`src/sv/cdq_pkg.sv`:
```
// ----------------------------------------------------------------------------
// cdq_pkg
// Shared codes, widths and types for the circular deque.
// ----------------------------------------------------------------------------
`default_nettype none

package cdq_pkg;

   // default store depth
   localparam int DEPTH_DEFAULT = 8;

   // field widths
   localparam int ACTION_W = 3;
   localparam int WORD_W   = 32;
   localparam int STATUS_W = 2;

   // packed bus widths, padded to whole bytes
   localparam int REQ_FIELDS_W = ACTION_W + WORD_W;
   localparam int REQ_TDATA_W  = ((REQ_FIELDS_W + 7) / 8) * 8;
   localparam int RSP_FIELDS_W = STATUS_W + 2 * WORD_W + 2;
   localparam int RSP_TDATA_W  = ((RSP_FIELDS_W + 7) / 8) * 8;

   // action codes
   localparam logic [ACTION_W-1:0] ACT_PUSH_FRONT = 3'd0;
   localparam logic [ACTION_W-1:0] ACT_PUSH_BACK  = 3'd1;
   localparam logic [ACTION_W-1:0] ACT_POP_FRONT  = 3'd2;
   localparam logic [ACTION_W-1:0] ACT_POP_BACK   = 3'd3;
   localparam logic [ACTION_W-1:0] ACT_PEEK       = 3'd4;

   // status codes
   localparam logic [STATUS_W-1:0] ST_OK    = 2'd0;
   localparam logic [STATUS_W-1:0] ST_FULL  = 2'd1;
   localparam logic [STATUS_W-1:0] ST_EMPTY = 2'd2;

   // controller to datapath commands
   typedef struct packed {
      logic capture;   // latch the incoming request, start store reads
      logic commit;    // apply the action and load the response register
   } cdq_cmd_type;

endpackage : cdq_pkg

`default_nettype wire

```
`src/sv/cdq_ctrl.sv`:
```
// ----------------------------------------------------------------------------
// cdq_ctrl
// Request sequencer: accept, read the store ends, commit into the response slot.
// ----------------------------------------------------------------------------
`default_nettype none

module cdq_ctrl
   import cdq_pkg::*;
(
   input  wire logic        clock,
   input  wire logic        reset,
   input  wire logic        req_tvalid,
   output logic             req_tready,
   output logic             rsp_tvalid,
   input  wire logic        rsp_tready,
   output cdq_cmd_type      cmd
);

   localparam logic S_IDLE = 1'b0;
   localparam logic S_EXEC = 1'b1;

   logic state_ff, state_in;
   logic rsp_valid_ff, rsp_valid_in;
   logic commit;

   assign req_tready  = (state_ff == S_IDLE);
   assign rsp_tvalid  = rsp_valid_ff;
   // response slot is free, or its occupant leaves this cycle
   assign commit      = (state_ff == S_EXEC) && (!rsp_valid_ff || rsp_tready);
   assign cmd.capture = req_tvalid && req_tready;
   assign cmd.commit  = commit;

   always_comb begin
      state_in = state_ff;
      unique case (state_ff)
         S_IDLE: begin
            if (req_tvalid) state_in = S_EXEC;
         end
         S_EXEC: begin
            if (commit) state_in = S_IDLE;
         end
         default: state_in = S_IDLE;
      endcase
   end

   always_comb begin
      if (commit) begin
         rsp_valid_in = 1'b1;
      end else if (rsp_tready) begin
         rsp_valid_in = 1'b0;
      end else begin
         rsp_valid_in = rsp_valid_ff;
      end
   end

   always_ff @(posedge clock) begin
      if (reset) begin
         state_ff     <= S_IDLE;
         rsp_valid_ff <= 1'b0;
      end else begin
         state_ff     <= state_in;
         rsp_valid_ff <= rsp_valid_in;
      end
   end

   a_capture_to_exec: assert property (@(posedge clock) disable iff (reset)
      cmd.capture |=> (state_ff == S_EXEC))
      else $error("capture did not move to execute");

   a_commit_shows_rsp: assert property (@(posedge clock) disable iff (reset)
      commit |=> rsp_valid_ff)
      else $error("committed response not presented");

   a_no_capture_and_commit: assert property (@(posedge clock) disable iff (reset)
      !(cmd.capture && commit))
      else $error("capture and commit in the same cycle");

endmodule : cdq_ctrl

`default_nettype wire

```
`src/sv/cdq_dpath.sv`:
```
// ----------------------------------------------------------------------------
// cdq_dpath
// Deque store, end indices, fill count and response register.
// ----------------------------------------------------------------------------
`default_nettype none

module cdq_dpath
   import cdq_pkg::*;
#(
   parameter int DEPTH = DEPTH_DEFAULT
)(
   input  wire logic                    clock,
   input  wire logic                    reset,
   input  wire cdq_cmd_type             cmd,
   input  wire logic [REQ_TDATA_W-1:0]  req_tdata,
   output logic       [RSP_TDATA_W-1:0] rsp_tdata
);

   localparam int IW = (DEPTH > 1) ? $clog2(DEPTH) : 1;
   localparam int OW = $clog2(DEPTH + 1);
   localparam logic [IW-1:0] IDX_LAST = IW'(DEPTH - 1);
   localparam logic [OW-1:0] OCC_FULL = OW'(DEPTH);

   logic [WORD_W-1:0]   mem [DEPTH];

   logic [ACTION_W-1:0] action_ff;
   logic [WORD_W-1:0]   word_ff;
   logic [WORD_W-1:0]   rd_front_ff, rd_back_ff;
   logic [IW-1:0]       front_ff, front_in;
   logic [IW-1:0]       back_ff, back_in;
   logic [OW-1:0]       occ_ff, occ_in;
   logic [RSP_TDATA_W-1:0] rsp_ff, rsp_in;

   logic                wr_en;
   logic [IW-1:0]       wr_addr;
   logic [IW-1:0]       front_dec, back_inc, front_inc, back_dec;
   logic [STATUS_W-1:0] status;
   logic [WORD_W-1:0]   data, back_word;
   logic                is_empty_now, is_full_now;

   assign is_empty_now = (occ_ff == '0);
   assign is_full_now  = (occ_ff == OCC_FULL);
   assign front_dec = (front_ff == '0) ? IDX_LAST : front_ff - 1'b1;
   assign front_inc = (front_ff == IDX_LAST) ? '0 : front_ff + 1'b1;
   assign back_dec  = (back_ff == '0) ? IDX_LAST : back_ff - 1'b1;
   assign back_inc  = (back_ff == IDX_LAST) ? '0 : back_ff + 1'b1;

   always_comb begin
      front_in  = front_ff;
      back_in   = back_ff;
      occ_in    = occ_ff;
      wr_en     = 1'b0;
      wr_addr   = '0;
      status    = ST_OK;
      data      = '0;
      back_word = '0;
      unique case (action_ff)
         ACT_PUSH_FRONT, ACT_PUSH_BACK: begin
            if (is_full_now) begin
               status = ST_FULL;
            end else if (is_empty_now) begin
               front_in = '0;
               back_in  = '0;
               wr_en    = 1'b1;
               wr_addr  = '0;
               occ_in   = OW'(1);
            end else if (action_ff == ACT_PUSH_FRONT) begin
               front_in = front_dec;
               wr_en    = 1'b1;
               wr_addr  = front_dec;
               occ_in   = occ_ff + 1'b1;
            end else begin
               back_in  = back_inc;
               wr_en    = 1'b1;
               wr_addr  = back_inc;
               occ_in   = occ_ff + 1'b1;
            end
         end
         ACT_POP_FRONT, ACT_POP_BACK: begin
            if (is_empty_now) begin
               status = ST_EMPTY;
            end else begin
               data = (action_ff == ACT_POP_FRONT) ? rd_front_ff : rd_back_ff;
               if (occ_ff == OW'(1)) begin
                  // last word out: back to the home position
                  front_in = '0;
                  back_in  = '0;
                  occ_in   = '0;
               end else begin
                  if (action_ff == ACT_POP_FRONT) front_in = front_inc;
                  else                            back_in  = back_dec;
                  occ_in = occ_ff - 1'b1;
               end
            end
         end
         ACT_PEEK: begin
            if (is_empty_now) begin
               status = ST_EMPTY;
            end else begin
               data      = rd_front_ff;
               back_word = rd_back_ff;
            end
         end
         default: ;  // unknown action: report fill only
      endcase
   end

   // fields from bit 0 up: status, front_or_popped, back_value, is_full, is_empty
   assign rsp_in = RSP_TDATA_W'({(occ_in == '0), (occ_in == OCC_FULL),
                                 back_word, data, status});
   assign rsp_tdata = rsp_ff;

   // store: one write port, two registered reads at the current ends
   always_ff @(posedge clock) begin
      if (cmd.commit && wr_en) mem[wr_addr] <= word_ff;
      rd_front_ff <= mem[front_ff];
      rd_back_ff  <= mem[back_ff];
   end

   always_ff @(posedge clock) begin
      if (cmd.capture) begin
         action_ff <= req_tdata[ACTION_W-1:0];
         word_ff   <= req_tdata[ACTION_W +: WORD_W];
      end
      if (cmd.commit) rsp_ff <= rsp_in;
   end

   always_ff @(posedge clock) begin
      if (reset) begin
         front_ff <= '0;
         back_ff  <= '0;
         occ_ff   <= '0;
      end else if (cmd.commit) begin
         front_ff <= front_in;
         back_ff  <= back_in;
         occ_ff   <= occ_in;
      end
   end

   a_occ_bound: assert property (@(posedge clock) disable iff (reset)
      occ_ff <= OCC_FULL)
      else $error("fill count beyond depth");

   a_single_home: assert property (@(posedge clock) disable iff (reset)
      (occ_ff <= OW'(1)) |-> (front_ff == back_ff))
      else $error("ends differ with at most one word held");

   a_full_no_write: assert property (@(posedge clock) disable iff (reset)
      (cmd.commit && is_full_now) |-> !wr_en)
      else $error("store written while full");

   a_state_holds: assert property (@(posedge clock) disable iff (reset)
      !cmd.commit |=> $stable(occ_ff) && $stable(front_ff) && $stable(back_ff))
      else $error("deque state moved without a commit");

endmodule : cdq_dpath

`default_nettype wire

```
`src/sv/circular_deque.sv`:
```
// ----------------------------------------------------------------------------
// circular_deque
// Double-ended queue of signed 32-bit words in a circular store.
// ----------------------------------------------------------------------------
// Each request carries one action: push front, push back, pop front, pop
// back, or peek at both ends. Every request yields exactly one response with
// a status (ok, full, empty), the popped or front word, the back word on a
// peek, and full/empty flags valid after the action. Refused actions and
// unknown action codes change nothing. Each request first has both ends of
// the store read into registers, then the action is applied and the
// response register loaded. A new request is accepted only once the
// previous one has been committed. The response register lets the
// next request be accepted while the previous response waits. The store
// needs no clearing after reset; words are only read once pushed.
// ----------------------------------------------------------------------------
`default_nettype none

module circular_deque
   import cdq_pkg::*;
#(
   parameter int DEPTH = DEPTH_DEFAULT   // words held
)(
   input  wire logic                   clock,
   input  wire logic                   reset,
   // request: [2:0] action, [34:3] push_value, [39:35] zero
   input  wire logic                   req_tvalid,
   output logic                        req_tready,
   input  wire logic [REQ_TDATA_W-1:0] req_tdata,
   // response: [1:0] status, [33:2] front_or_popped, [65:34] back_value,
   //           [66] is_full, [67] is_empty, [71:68] zero
   output logic                        rsp_tvalid,
   input  wire logic                   rsp_tready,
   output logic [RSP_TDATA_W-1:0]      rsp_tdata
);

   cdq_cmd_type cmd;

   // sequencer: handshakes and command strobes
   cdq_ctrl u_ctrl (
      .clock      (clock),
      .reset      (reset),
      .req_tvalid (req_tvalid),
      .req_tready (req_tready),
      .rsp_tvalid (rsp_tvalid),
      .rsp_tready (rsp_tready),
      .cmd        (cmd)
   );

   // store, indices, fill count, response register
   cdq_dpath #(
      .DEPTH (DEPTH)
   ) u_dpath (
      .clock     (clock),
      .reset     (reset),
      .cmd       (cmd),
      .req_tdata (req_tdata),
      .rsp_tdata (rsp_tdata)
   );

endmodule : circular_deque

`default_nettype wire
```
`config.mk`:
```
export PLATFORM = sky130hd
export DESIGN_NAME = circular_deque
export DESIGN_NICKNAME = d
export VERILOG_FILES = /design/src/sv/cdq_pkg.sv /design/src/sv/cdq_ctrl.sv /design/src/sv/cdq_dpath.sv /design/src/sv/circular_deque.sv
export SDC_FILE = /design/constraint.sdc
export NUM_CORES = 1
export LEC_CHECK = 0
export ABC_CLOCK_PERIOD_IN_PS = 23300
export BUFFER_PORTS_ARGS = -buffer_cell sky130_fd_sc_hd__buf_2
export CAP_MARGIN = 20
export CORE_UTILIZATION = 35
export CTS_BUF_LIST = sky130_fd_sc_hd__clkbuf_8
export DETAILED_ROUTE_END_ITERATION = 8
export GPL_TIMING_DRIVEN = 0
export PLACE_DENSITY = 0.47
export SYNTH_ARGS = -nofsm -noshare
export SYNTH_HDL_FRONTEND = slang
export SYNTH_SLANG_ARGS = --single-unit
```
`constraint.sdc`:
```
create_clock -name clock -period 23.3 [get_ports clock]
set_input_delay 4.66 -clock clock [delete_from_list [all_inputs] [get_ports clock]]
set_output_delay 4.66 -clock clock [all_outputs]
set_load 0.1 [all_outputs]
```
==> results of run 1 <==
routing by layer:
metal	up-vias	wire, um	share of wire (%)	GRT usage [%]
met1	5233	21700	44	24.9
met2	281	23600	48	31.1
li1	4546	-	-	-
met3	88	2320	4.7	3.51
met5	-	0	0	0
met4	0	1320	2.7	7.47
power groups by stage:
stage | sequential (uW) | combinational (uW) | clock (uW)
2_1_floorplan | 944 | 71.4 | 0
3_3_place_gp | 900 | 159 | 0
3_5_place_dp | 899 | 164 | 0
4_1_cts | 883 | 165 | 759
5_1_grt | 885 | 172 | 795
6_report | 883 | 162 | 737
flip-flops by register name (all words and copies together) (netlist names):
name                 flops
u_dpath.front_ff         3
u_dpath.occ_ff           4
u_dpath.action_ff        3
u_dpath.rd_front_ff     32
u_dpath.rsp_tdata       68
u_dpath.mem            256
u_ctrl.state_ff          1
u_dpath.word_ff         32
u_dpath.rd_back_ff      32
u_dpath.back_ff          3
u_ctrl.rsp_tvalid        1
critical path: stages:
cell     delay, ps
buf_2           70
nor2b_1        120
nor2_4         500
nand3_1        370
nor4_2         600
buf_4          310
buf_4          210
buf_4          200
metrics by stage:
step | setup slack [ps] | util [%] | total power (uW)
final | 16570 | 42.4 | 1780
after global routing | 16480 | 42.4 | 1850
after CTS | 16600 | 42.4 | 1810
after detailed placement | 15920 | 39.2 | 1060
after global placement | 3780 | 38.2 | 1060
after floorplan | 11300 | - | 1010
kinds of logic (layout without fill, tap and decap cells):
kind of cell / Yosys count / after routing / share of synthesized area [%]
DFF: 435 / 435 / 67.5
muxes: 225 / 225 / 21.6
and+or+nand+nor: 169 / 169 / 4.74
AOI/OAI and AO/OA: 87 / 87 / 3.12
buffers and inverters: 79 / 370 / 2.18
adders and majority gates: 11 / 11 / 0.755
xor gates and xnor gates: 2 / 2 / 0.0961
other: 1 / 4 / 0.0206
synthesized netlist by cell type (2+ instances only):
library cell | n | area (um2)
or3_1 | 2 | 12.5
buf_6 | 7 | 78.8
a32oi_1 | 5 | 43.8
a21o_1 | 5 | 37.5
and3_1 | 33 | 206
inv_1 | 7 | 26.3
clkbuf_1 | 25 | 93.8
nor2_1 | 74 | 278
xor2_1 | 2 | 17.5
buf_2 | 23 | 115
a31oi_1 | 2 | 12.5
nand2b_1 | 5 | 31.3
nor4_1 | 5 | 31.3
mux2i_1 | 31 | 310
dfxtp_1 | 76 | 1520
ha_1 | 11 | 138
nor3_1 | 16 | 80.1
a211oi_1 | 7 | 52.6
o211ai_1 | 2 | 15.0
buf_4 | 5 | 37.5
mux2_2 | 66 | 743
nand2_1 | 8 | 30.0
mux4_2 | 128 | 2880
nand3_1 | 5 | 25.0
buf_1 | 11 | 41.3
nor2b_1 | 6 | 37.5
nor3b_1 | 3 | 22.5
and2_1 | 2 | 12.5
o21a_1 | 3 | 22.5
o21ai_0 | 3 | 15.0
edfxtp_1 | 359 | 10800
a21oi_1 | 47 | 235
a311oi_1 | 3 | 26.3
area by class of cell:
type	count	area, um2
fill	4664	29600
sequential	435	12300
multi-input combinational	498	5600
clock buffer	88	1210
timing repair buffer	147	1020
tap	680	851
clock inverter	56	395
buffer	71	367
inverter	8	30.0
how the worst min path moves through the flow:
stage | from | slack [ps] | to | cells after the start
after floorplan | u_ctrl.state_ff | 500 | u_ctrl.rsp_tvalid | 2
after global placement | u_ctrl.state_ff | 520 | u_ctrl.rsp_tvalid | 2
after detailed placement | u_dpath.rd_back_ff[6] | 560 | u_dpath.rsp_tdata[40] | 1
after CTS | u_ctrl.state_ff | 570 | u_ctrl.rsp_tvalid | 2
after global routing | u_ctrl.state_ff | 590 | u_ctrl.rsp_tvalid | 2
final | u_ctrl.state_ff | 560 | u_ctrl.rsp_tvalid | 2
==> results.py, run 1 <==
metrics = {
    "floorplanning": {
        "io_pins": 118,
        "rows": 83,
        "dieArea_um2": 53000,
        "start_util_pct": 35.5,
        "die_w_um": 230,
        "coreArea_um2": 51400,
        "chipHeight_um": 230,
    },
    "final_layout": {
        "stdcell_area_um2": 21800,
        "area_delta_synth_final_pct": 19.5,
        "layout_commonest_cell": "edfxtp_1",
        "layoutNonFillerInstCount": 1983,
        "drive_gt1_share_pct": 38.4,
        "mostFrequentLayoutCells": "edfxtp_1 (359), buf_2 (131), mux4_2 (128), clkbuf_8 (88), dfxtp_1 (76)",
        "diodes": 0,
        "nets": 1293,
    },
    "detailed_routing": {
        "via_count": 10100,
        "dr.pass1.iters": 4,
        "routed_wl_mm": 49.0,
        "drc_errors": 0,
        "final_antenna_net_count": 0,
        "route.detailed.wl_per_inst_um": 24.7,
        "detailedRoute.firstIterationViolations": 662,
        "via_per_inst": 5.12,
    },
    "placement": {
        "gp_congestion": 0.776,
        "place_area_um2": 20200,
        "port_buffers": 108,
        "dpl.hpwl_mm": 32.1,
        "dp.cells": 1839,
    },
    "clock_network": {
        "cts_max_level": 3,
        "worstSkewPairLatency_ps": 640,
        "cts_hold_buf": 0,
        "cts_made_buffers": 77,
        "cts.clk_slew.worst_paths_ps": 60,
        "cts.sinks": 435,
        "clk_path_buf_depth": 3,
        "cts_setup_buffers": 0,
        "cts_tree": "yes",
        "postCtsResizedCells": 0,
        "cts_root_buffer": "clkbuf_8",
    },
    "global_routing": {
        "grt_start_max_net_pins": 33,
        "grt_pass1_wl_mm": 71.9,
        "grt_overflow_total": 0,
        "track_usage_pct": 18.9,
        "grt_pass1_vias": 11100,
        "antenna_found_initial": 0,
    },
    "pwr": {
        "comb_power_share_pct": 9.1,
        "pwr-share-seq_pct": 49.5,
        "power.switching_uw": 453,
        "cellPowerDensity_nw_per_um2": 81.8,
        "leakage_uw": 0.00751,
        "pwr-share-clk_pct": 41.4,
        "p_int_uw": 1330,
        "p_sw_share_pct": 25.4,
        "ir_drop_v": 0.0000483,
    },
    "logic_synthesis": {
        "async_reset_ff_share_pct": 0,
        "syn-cell-area_um2": 18200,
        "synth_cell_types": 55,
        "synth-edff-count": 359,
        "avgSynthCellArea_um2": 18.1,
        "synth_flop_cell": "edfxtp_1",
        "ys_seq_area_share_pct": 67.5,
        "ys_seq_elements": 435,
        "syn_inst": 1009,
        "ys_warn_count": 0,
    },
    "worst_setup_path": {
        "ff2ff_path_depth": 10,
        "cp-startpoint": "rsp_tready",
        "worst_ep_required_time_ps": 23640,
        "worst-path-max-fanout": 17,
        "reg2reg_from": "u_dpath.front_ff[1]",
        "rr_endpoint": "u_dpath.mem[2][11]",
        "reg2reg_slack_ps": 19070,
        "cp-end-kind": "flip-flop",
        "worstSetupPathType": "primary input to flip-flop",
        "critPathLaunchType": "primary input",
        "worstPathArrival_ps": 7070,
        "cp-endpoint": "u_dpath.mem[6][10]",
    },
    "timing": {
        "finalCritPeriodShare_pct": 28.9,
        "tns_ps": 0,
        "finalSetupViolCount": 0,
        "whs_ps": 562,
        "rsz0062_at_grt": "false",
        "maxSlewViolCount": 0,
        "fmaxAchievable_ghz": 0.149,
        "fin_worst_skew_ps": 23.2,
        "relSlewSlack_pct": 28.7,
        "hold_viol_final": 0,
        "finalCriticalPeriod_ps": 6730,
        "tightest_slew_ps": 1070,
    },
    "run_status": {
        "status": "finished, final reports clean",
    },
    "min_path": {
        "min_path_type": "flip-flop to flip-flop",
    },
    "job": {
        "cap_violations": 0,
    },
}
(Power assumes the default switching activity.)
==> run 2: changes to the inputs <==
- ABC_CLOCK_PERIOD_IN_PS: 23300 -> 6020
- PLACE_DENSITY: 0.47 -> 0.49
- clock period: 23.3 -> 6.02 ns (I/O delays scaled with it)
==> results.py, run 2 (synthesized netlist as in run 1, its figures left out) <==
metrics = {
    "final_layout": {
        "fillers": 4649,
        "regMostFlops": "u_dpath.mem",
        "diodes": 0,
        "ff_latch_area_um2": 12300,
        "drive_gt1_share_pct": 37.7,
        "layout_commonest_cell": "edfxtp_1",
        "nets": 1283,
        "area_delta_synth_final_pct": 18.8,
        "mostFrequentLayoutCells": "edfxtp_1 (359), buf_2 (131), mux4_2 (128), clkbuf_8 (90), dfxtp_1 (76)",
        "multi_input_area_um2": 5630,
        "stdcell_area_um2": 21700,
        "largest_reg_flops": 256,
        "utilization_pct": 42.1,
    },
    "timing": {
        "fin_worst_skew_ps": 23.6,
        "finalCritPeriodShare_pct": 68.8,
        "layout_setup_ws_ps": 1880,
        "finalCriticalPeriod_ps": 4140,
        "fmaxAchievable_ghz": 0.241,
        "finalSetupViolCount": 0,
        "rsz0062_at_grt": "false",
        "hold_viol_final": 0,
        "relSlewSlack_pct": 32.5,
        "maxSlewViolCount": 0,
        "tightest_slew_ps": 1010,
    },
    "worst_setup_path": {
        "crit_top_cell": "buf_6",
        "reg2reg_from": "u_dpath.front_ff[1]",
        "worstSetupPathType": "flip-flop to flip-flop",
        "ff2ff_path_depth": 11,
        "cp_num_buf_inv": 6,
        "cp-end-kind": "flip-flop",
        "max_stage_delay_ps": 670,
        "critPathLaunchType": "flip-flop",
        "path_cells": "buf_2 > buf_1 > inv_1 > ha_1 > or3_1 > a221oi_1 > o21ai_1 > nor3_2 > buf_6 > buf_6 > buf_6",
        "slowest_stage": "buf_1",
        "rr_endpoint": "u_dpath.mem[2][16]",
        "worst-path-max-fanout": 10,
        "worstPathArrival_ps": 4480,
        "reg2reg_slack_ps": 1880,
        "crit_family": "buffers and inverters",
        "worst_ep_required_time_ps": 6350,
    },
    "placement": {
        "port_buffers": 108,
        "dpl.hpwl_mm": 31.3,
        "gp_congestion": 0.823,
        "pre_cts_slack_ps": 1880,
        "place_area_um2": 20200,
    },
    "clock_network": {
        "worstSkewPairLatency_ps": 650,
        "cts.clk_slew.worst_paths_ps": 60,
        "postCtsResizedCells": 0,
        "cts_setup_buffers": 0,
        "cts_hold_buf": 0,
        "cts_max_level": 3,
        "cts_tree": "yes",
        "clk_path_buf_depth": 3,
        "cts.sinks": 435,
        "cts_root_buffer": "clkbuf_8",
        "cts_made_buffers": 77,
    },
    "min_path": {
        "worstHoldStart": "u_dpath.rd_back_ff[26]",
        "hold_path_end": "u_dpath.rsp_tdata[60]",
        "whs_path_depth": 1,
        "min_path_type": "flip-flop to flip-flop",
    },
    "pwr": {
        "cellPowerDensity_nw_per_um2": 308,
        "total_power_uw": 6670,
        "ir_drop_v": 0.000181,
        "leakage_uw": 0.00744,
    },
    "job": {
        "cap_violations": 0,
    },
    "detailed_routing": {
        "routed_wl_mm": 47.8,
        "final_antenna_net_count": 0,
        "dr.pass1.iters": 5,
        "via_per_inst": 5.13,
        "detailedRoute.firstIterationViolations": 765,
        "via_count": 10100,
        "drc_errors": 0,
        "route.detailed.wl_per_inst_um": 24.2,
    },
    "global_routing": {
        "grt_pass1_vias": 10700,
        "track_usage_pct": 18.4,
        "grt_pass1_wl_mm": 70.4,
        "antenna_found_initial": 0,
        "grt_start_max_net_pins": 34,
        "grt_overflow_total": 0,
    },
    "floorplanning": {
        "coreArea_um2": 51400,
        "chipHeight_um": 230,
        "die_w_um": 230,
        "dieArea_um2": 53000,
        "io_pins": 118,
        "start_util_pct": 35.5,
        "rows": 83,
    },
    "run_status": {
        "status": "finished, final reports clean",
    },
}
## run 2: layout make-up
type	count	share of cell area, %
Tap cell	680	3.93
Sequential cell	435	56.8
Multi-Input combinational cell	498	26.0
Buffer	71	1.69
Inverter	8	0.139
Clock buffer	90	5.72
Timing Repair Buffer	137	4.54
Clock inverter	52	1.14
## run 2: how the worst max path moves through the flow
stage / start / end / slack [ps] / cells past startpoint
after floorplan: rsp_tready / u_dpath.mem[0][0] / -450 / 4
after global placement: rsp_tready / u_dpath.mem[0][10] / -5250 / 5
after detailed placement: u_dpath.front_ff[1] / u_dpath.mem[2][11] / 1880 / 11
after CTS: u_dpath.front_ff[1] / u_dpath.mem[2][13] / 1840 / 11
after global routing: u_dpath.front_ff[1] / u_dpath.mem[2][15] / 1660 / 11
final: u_dpath.front_ff[1] / u_dpath.mem[2][16] / 1880 / 11
## run 2: layer usage
metal	routed length, um	global-route usage [%]
met5	0	0
met4	1020	6.06
met3	2080	3.40
met2	23600	31.0
met1	21000	23.9
## run 2: per-stage QoR
step / hold slack, ps / TNS (ps) / instances
floorplan: 499 / -27760 / 1012
global placement: 509 / -1002080 / 1800
detailed placement: 548 / 0 / 1828
CTS: 559 / 0 / 1970
global route: 583 / 0 / 1971
finish: 559 / 0 / 1971
## run 2: power by group
group          leakage, uW  internal [uW]  switching [uW]
Clock             0.000868           1400            1220
Combinational      0.00265            187             438
Sequential         0.00392           3350            61.1
Total              0.00744           4950            1720
==> run 3: changes to the inputs <==
- ABC_AREA: unset -> 1
- ABC_CLOCK_PERIOD_IN_PS: 6020 -> 4000
- PLACE_DENSITY: 0.49 -> 0.47
- clock period: 6.02 -> 4 ns (I/O delays scaled with it)
==> results.py, run 3 <==
metrics = {
    "timing": {
        "rsz0062_at_grt": "false",
        "fmaxAchievable_ghz": 0.276,
        "tns_ps": 0,
        "whs_ps": 291,
        "tightest_slew_ps": 930,
        "finalCritPeriodShare_pct": 90.6,
        "relSlewSlack_pct": 38.0,
        "layout_setup_ws_ps": 377,
        "fin_worst_skew_ps": 31.8,
        "maxSlewViolCount": 0,
        "finalCriticalPeriod_ps": 3620,
        "hold_viol_final": 0,
        "finalSetupViolCount": 0,
    },
    "logic_synthesis": {
        "synth_xor_area_share_pct": 0,
        "ys_top_cells_by_area": "edfxtp_1 (57%), o21ai_0 (10%), dfxtp_1 (8.1%)",
        "async_reset_ff_share_pct": 0,
        "avgSynthCellArea_um2": 10.1,
        "yosys.area_share.adder_pct": 0.729,
        "synthTopCellsByCount": "o21ai_0 (384), edfxtp_1 (359), nand2_1 (266)",
        "syn-cell-area_um2": 18900,
        "synthMuxAreaShare_pct": 0,
        "ys_seq_elements": 435,
        "syn_inst": 1871,
        "ys_warn_count": 0,
        "synth_top_family_by_area": "compound AO/OA/AOI/OAI gates",
        "synth.top_cell.area_share_pct": 57.1,
        "synth-edff-count": 359,
        "synthSimpleGateAreaFrac_pct": 10.8,
        "synth_cell_types": 32,
        "ys_seq_area_share_pct": 65.2,
        "synth_flop_cell": "edfxtp_1",
        "synthMostInstantiatedCell": "o21ai_0",
        "synth-compound-area-share_pct": 16.7,
        "yosysTopAreaCell": "edfxtp_1",
    },
    "floorplanning": {
        "chipHeight_um": 234,
        "die_w_um": 234,
        "start_util_pct": 35.6,
        "dieArea_um2": 54900,
        "io_pins": 118,
        "coreArea_um2": 53000,
        "rows": 84,
    },
    "placement": {
        "dpl.hpwl_mm": 39.9,
        "port_buffers": 108,
        "gp_congestion": 0.866,
        "pre_cts_slack_ps": 364,
        "place_area_um2": 20600,
    },
    "clock_network": {
        "clk_path_buf_depth": 3,
        "cts.sinks": 435,
        "cts_tree": "yes",
        "postCtsResizedCells": 0,
        "cts_setup_buffers": 0,
        "cts.clk_slew.worst_paths_ps": 60,
        "cts_root_buffer": "clkbuf_8",
        "worstSkewPairLatency_ps": 670,
        "cts_hold_buf": 0,
        "cts_made_buffers": 78,
        "cts_max_level": 3,
    },
    "detailed_routing": {
        "final_antenna_net_count": 0,
        "route.detailed.wl_per_inst_um": 21.3,
        "met1_length_mm": 26.8,
        "maxUsedRoutingLayer": "met4",
        "detailedRoute.firstIterationViolations": 1376,
        "met2WireLength_mm": 27.9,
        "routed_wl_mm": 60.3,
        "dr.pass1.iters": 9,
        "wl_met3_mm": 3.89,
        "drc_errors": 8,
        "via_per_inst": 5.14,
        "via_count": 14500,
    },
    "final_layout": {
        "ff_latch_area_um2": 12300,
        "largest_reg_flops": 256,
        "fillers": 5211,
        "mostFrequentLayoutCells": "o21ai_0 (384), edfxtp_1 (359), nand2_1 (266), inv_1 (194), nor2_1 (193)",
        "nets": 2127,
        "regMostFlops": "u_dpath.mem",
        "stdcell_area_um2": 22000,
        "area_delta_synth_final_pct": 16.7,
        "multi_input_area_um2": 5420,
        "layout_commonest_cell": "o21ai_0",
        "drive_gt1_share_pct": 14.3,
    },
    "worst_setup_path": {
        "slowest_stage": "nor2_4",
        "critPathLaunchType": "flip-flop",
        "worstSetupPathType": "flip-flop to flip-flop",
        "worst_ep_required_time_ps": 4360,
        "worstPathArrival_ps": 3980,
        "max_stage_delay_ps": 660,
        "cp-end-kind": "flip-flop",
        "worst-path-max-fanout": 18,
        "path_cells": "buf_4 > buf_6 > inv_2 > buf_6 > buf_4 > ha_1 > a21oi_1 > o21ai_0 > nand3_1 > nor2_4 > buf_12",
        "reg2reg_slack_ps": 380,
    },
    "global_routing": {
        "grt_start_max_net_pins": 50,
        "grt_overflow_total": 0,
        "track_usage_pct": 22.0,
        "antenna_found_initial": 2,
        "grt_pass1_wl_mm": 87.8,
        "grt_pass1_vias": 14100,
    },
    "pwr": {
        "cellPowerDensity_nw_per_um2": 477,
        "ir_drop_v": 0.000207,
        "leakage_uw": 0.00853,
    },
    "run_status": {
        "violations": "DRC",
        "status": "finished with violations",
    },
    "min_path": {
        "min_path_type": "primary input to flip-flop",
    },
    "job": {
        "cap_violations": 0,
    },
}
run 3: cell types whose count changed after synthesis, moves of 31 or more:
cell / change
inv_1: +151
and3_1: -33
o21ai_1: +73
mux4_2: -128
a21oi_1: +122
o21ai_0: +381
nand2_1: +258
mux2i_1: -31
mux2_2: -66
nor2_1: +128
run 3: metrics by stage:
| stage | utilization [%] | std cells | power (uW) |
|---|---|---|---|
| floorplan | - | 1874 | 6230 |
| global route | 41.6 | 2825 | 10900 |
| finish | 41.6 | 2825 | 10500 |
| CTS | 41.6 | 2824 | 10600 |
| global placement | 38.3 | 2670 | 6660 |
| detailed placement | 38.8 | 2680 | 6690 |
run 3: layer usage:
metal,vias up,global-route usage [%]
met2,552,35.0
met4,0,9.35
met3,114,3.73
met1,7016,29.7
li1,6845,-
met5,-,0
run 3: cells by family (layout without fill, tap and decap cells):
family	Yosys count	after routing
AO/OA/AOI/OAI	630	630
buffers and inverters	285	547
AND/OR/NAND/NOR	509	509
other	1	5
adder cells (fa/ha/maj)	11	11
flip-flops	435	435
run 3: layout make-up:
type | instances | share of cell area [%]
timing repair buffer | 118 | 3.40
tap | 688 | 3.91
clock inverter | 55 | 1.06
multi-input combinational | 1154 | 24.6
sequential | 435 | 55.9
clock buffer | 89 | 5.56
buffer | 119 | 2.76
inverter | 166 | 2.85
antenna | 1 | 0.0114
run 3: worst max-delay path, delay by kind of cell, from the launching register on:
| kind | cells | cell delay [ps] |
|---|---|---|
| compound gates | 2 | 330 |
| fa+ha+maj | 1 | 220 |
| buf+inv | 6 | 1260 |
| flops | 1 | 420 |
| simple gates | 2 | 1030 |
run 3: worst paths after layout:
path                    startpoint               endpoint  cells past startpoint
max            u_dpath.front_ff[0]      u_dpath.mem[1][8]                     11
min                  req_tdata[15]    u_dpath.word_ff[12]                      1
max reg2reg    u_dpath.front_ff[0]      u_dpath.mem[1][8]                     11
min reg2reg  u_dpath.rd_back_ff[3]  u_dpath.rsp_tdata[37]                      2
run 3: where the power goes:
part	total [uW]	switching [uW]	internal, uW
Sequential	5230	118	5110
Clock	3910	1880	2030
Combinational	1370	1060	308
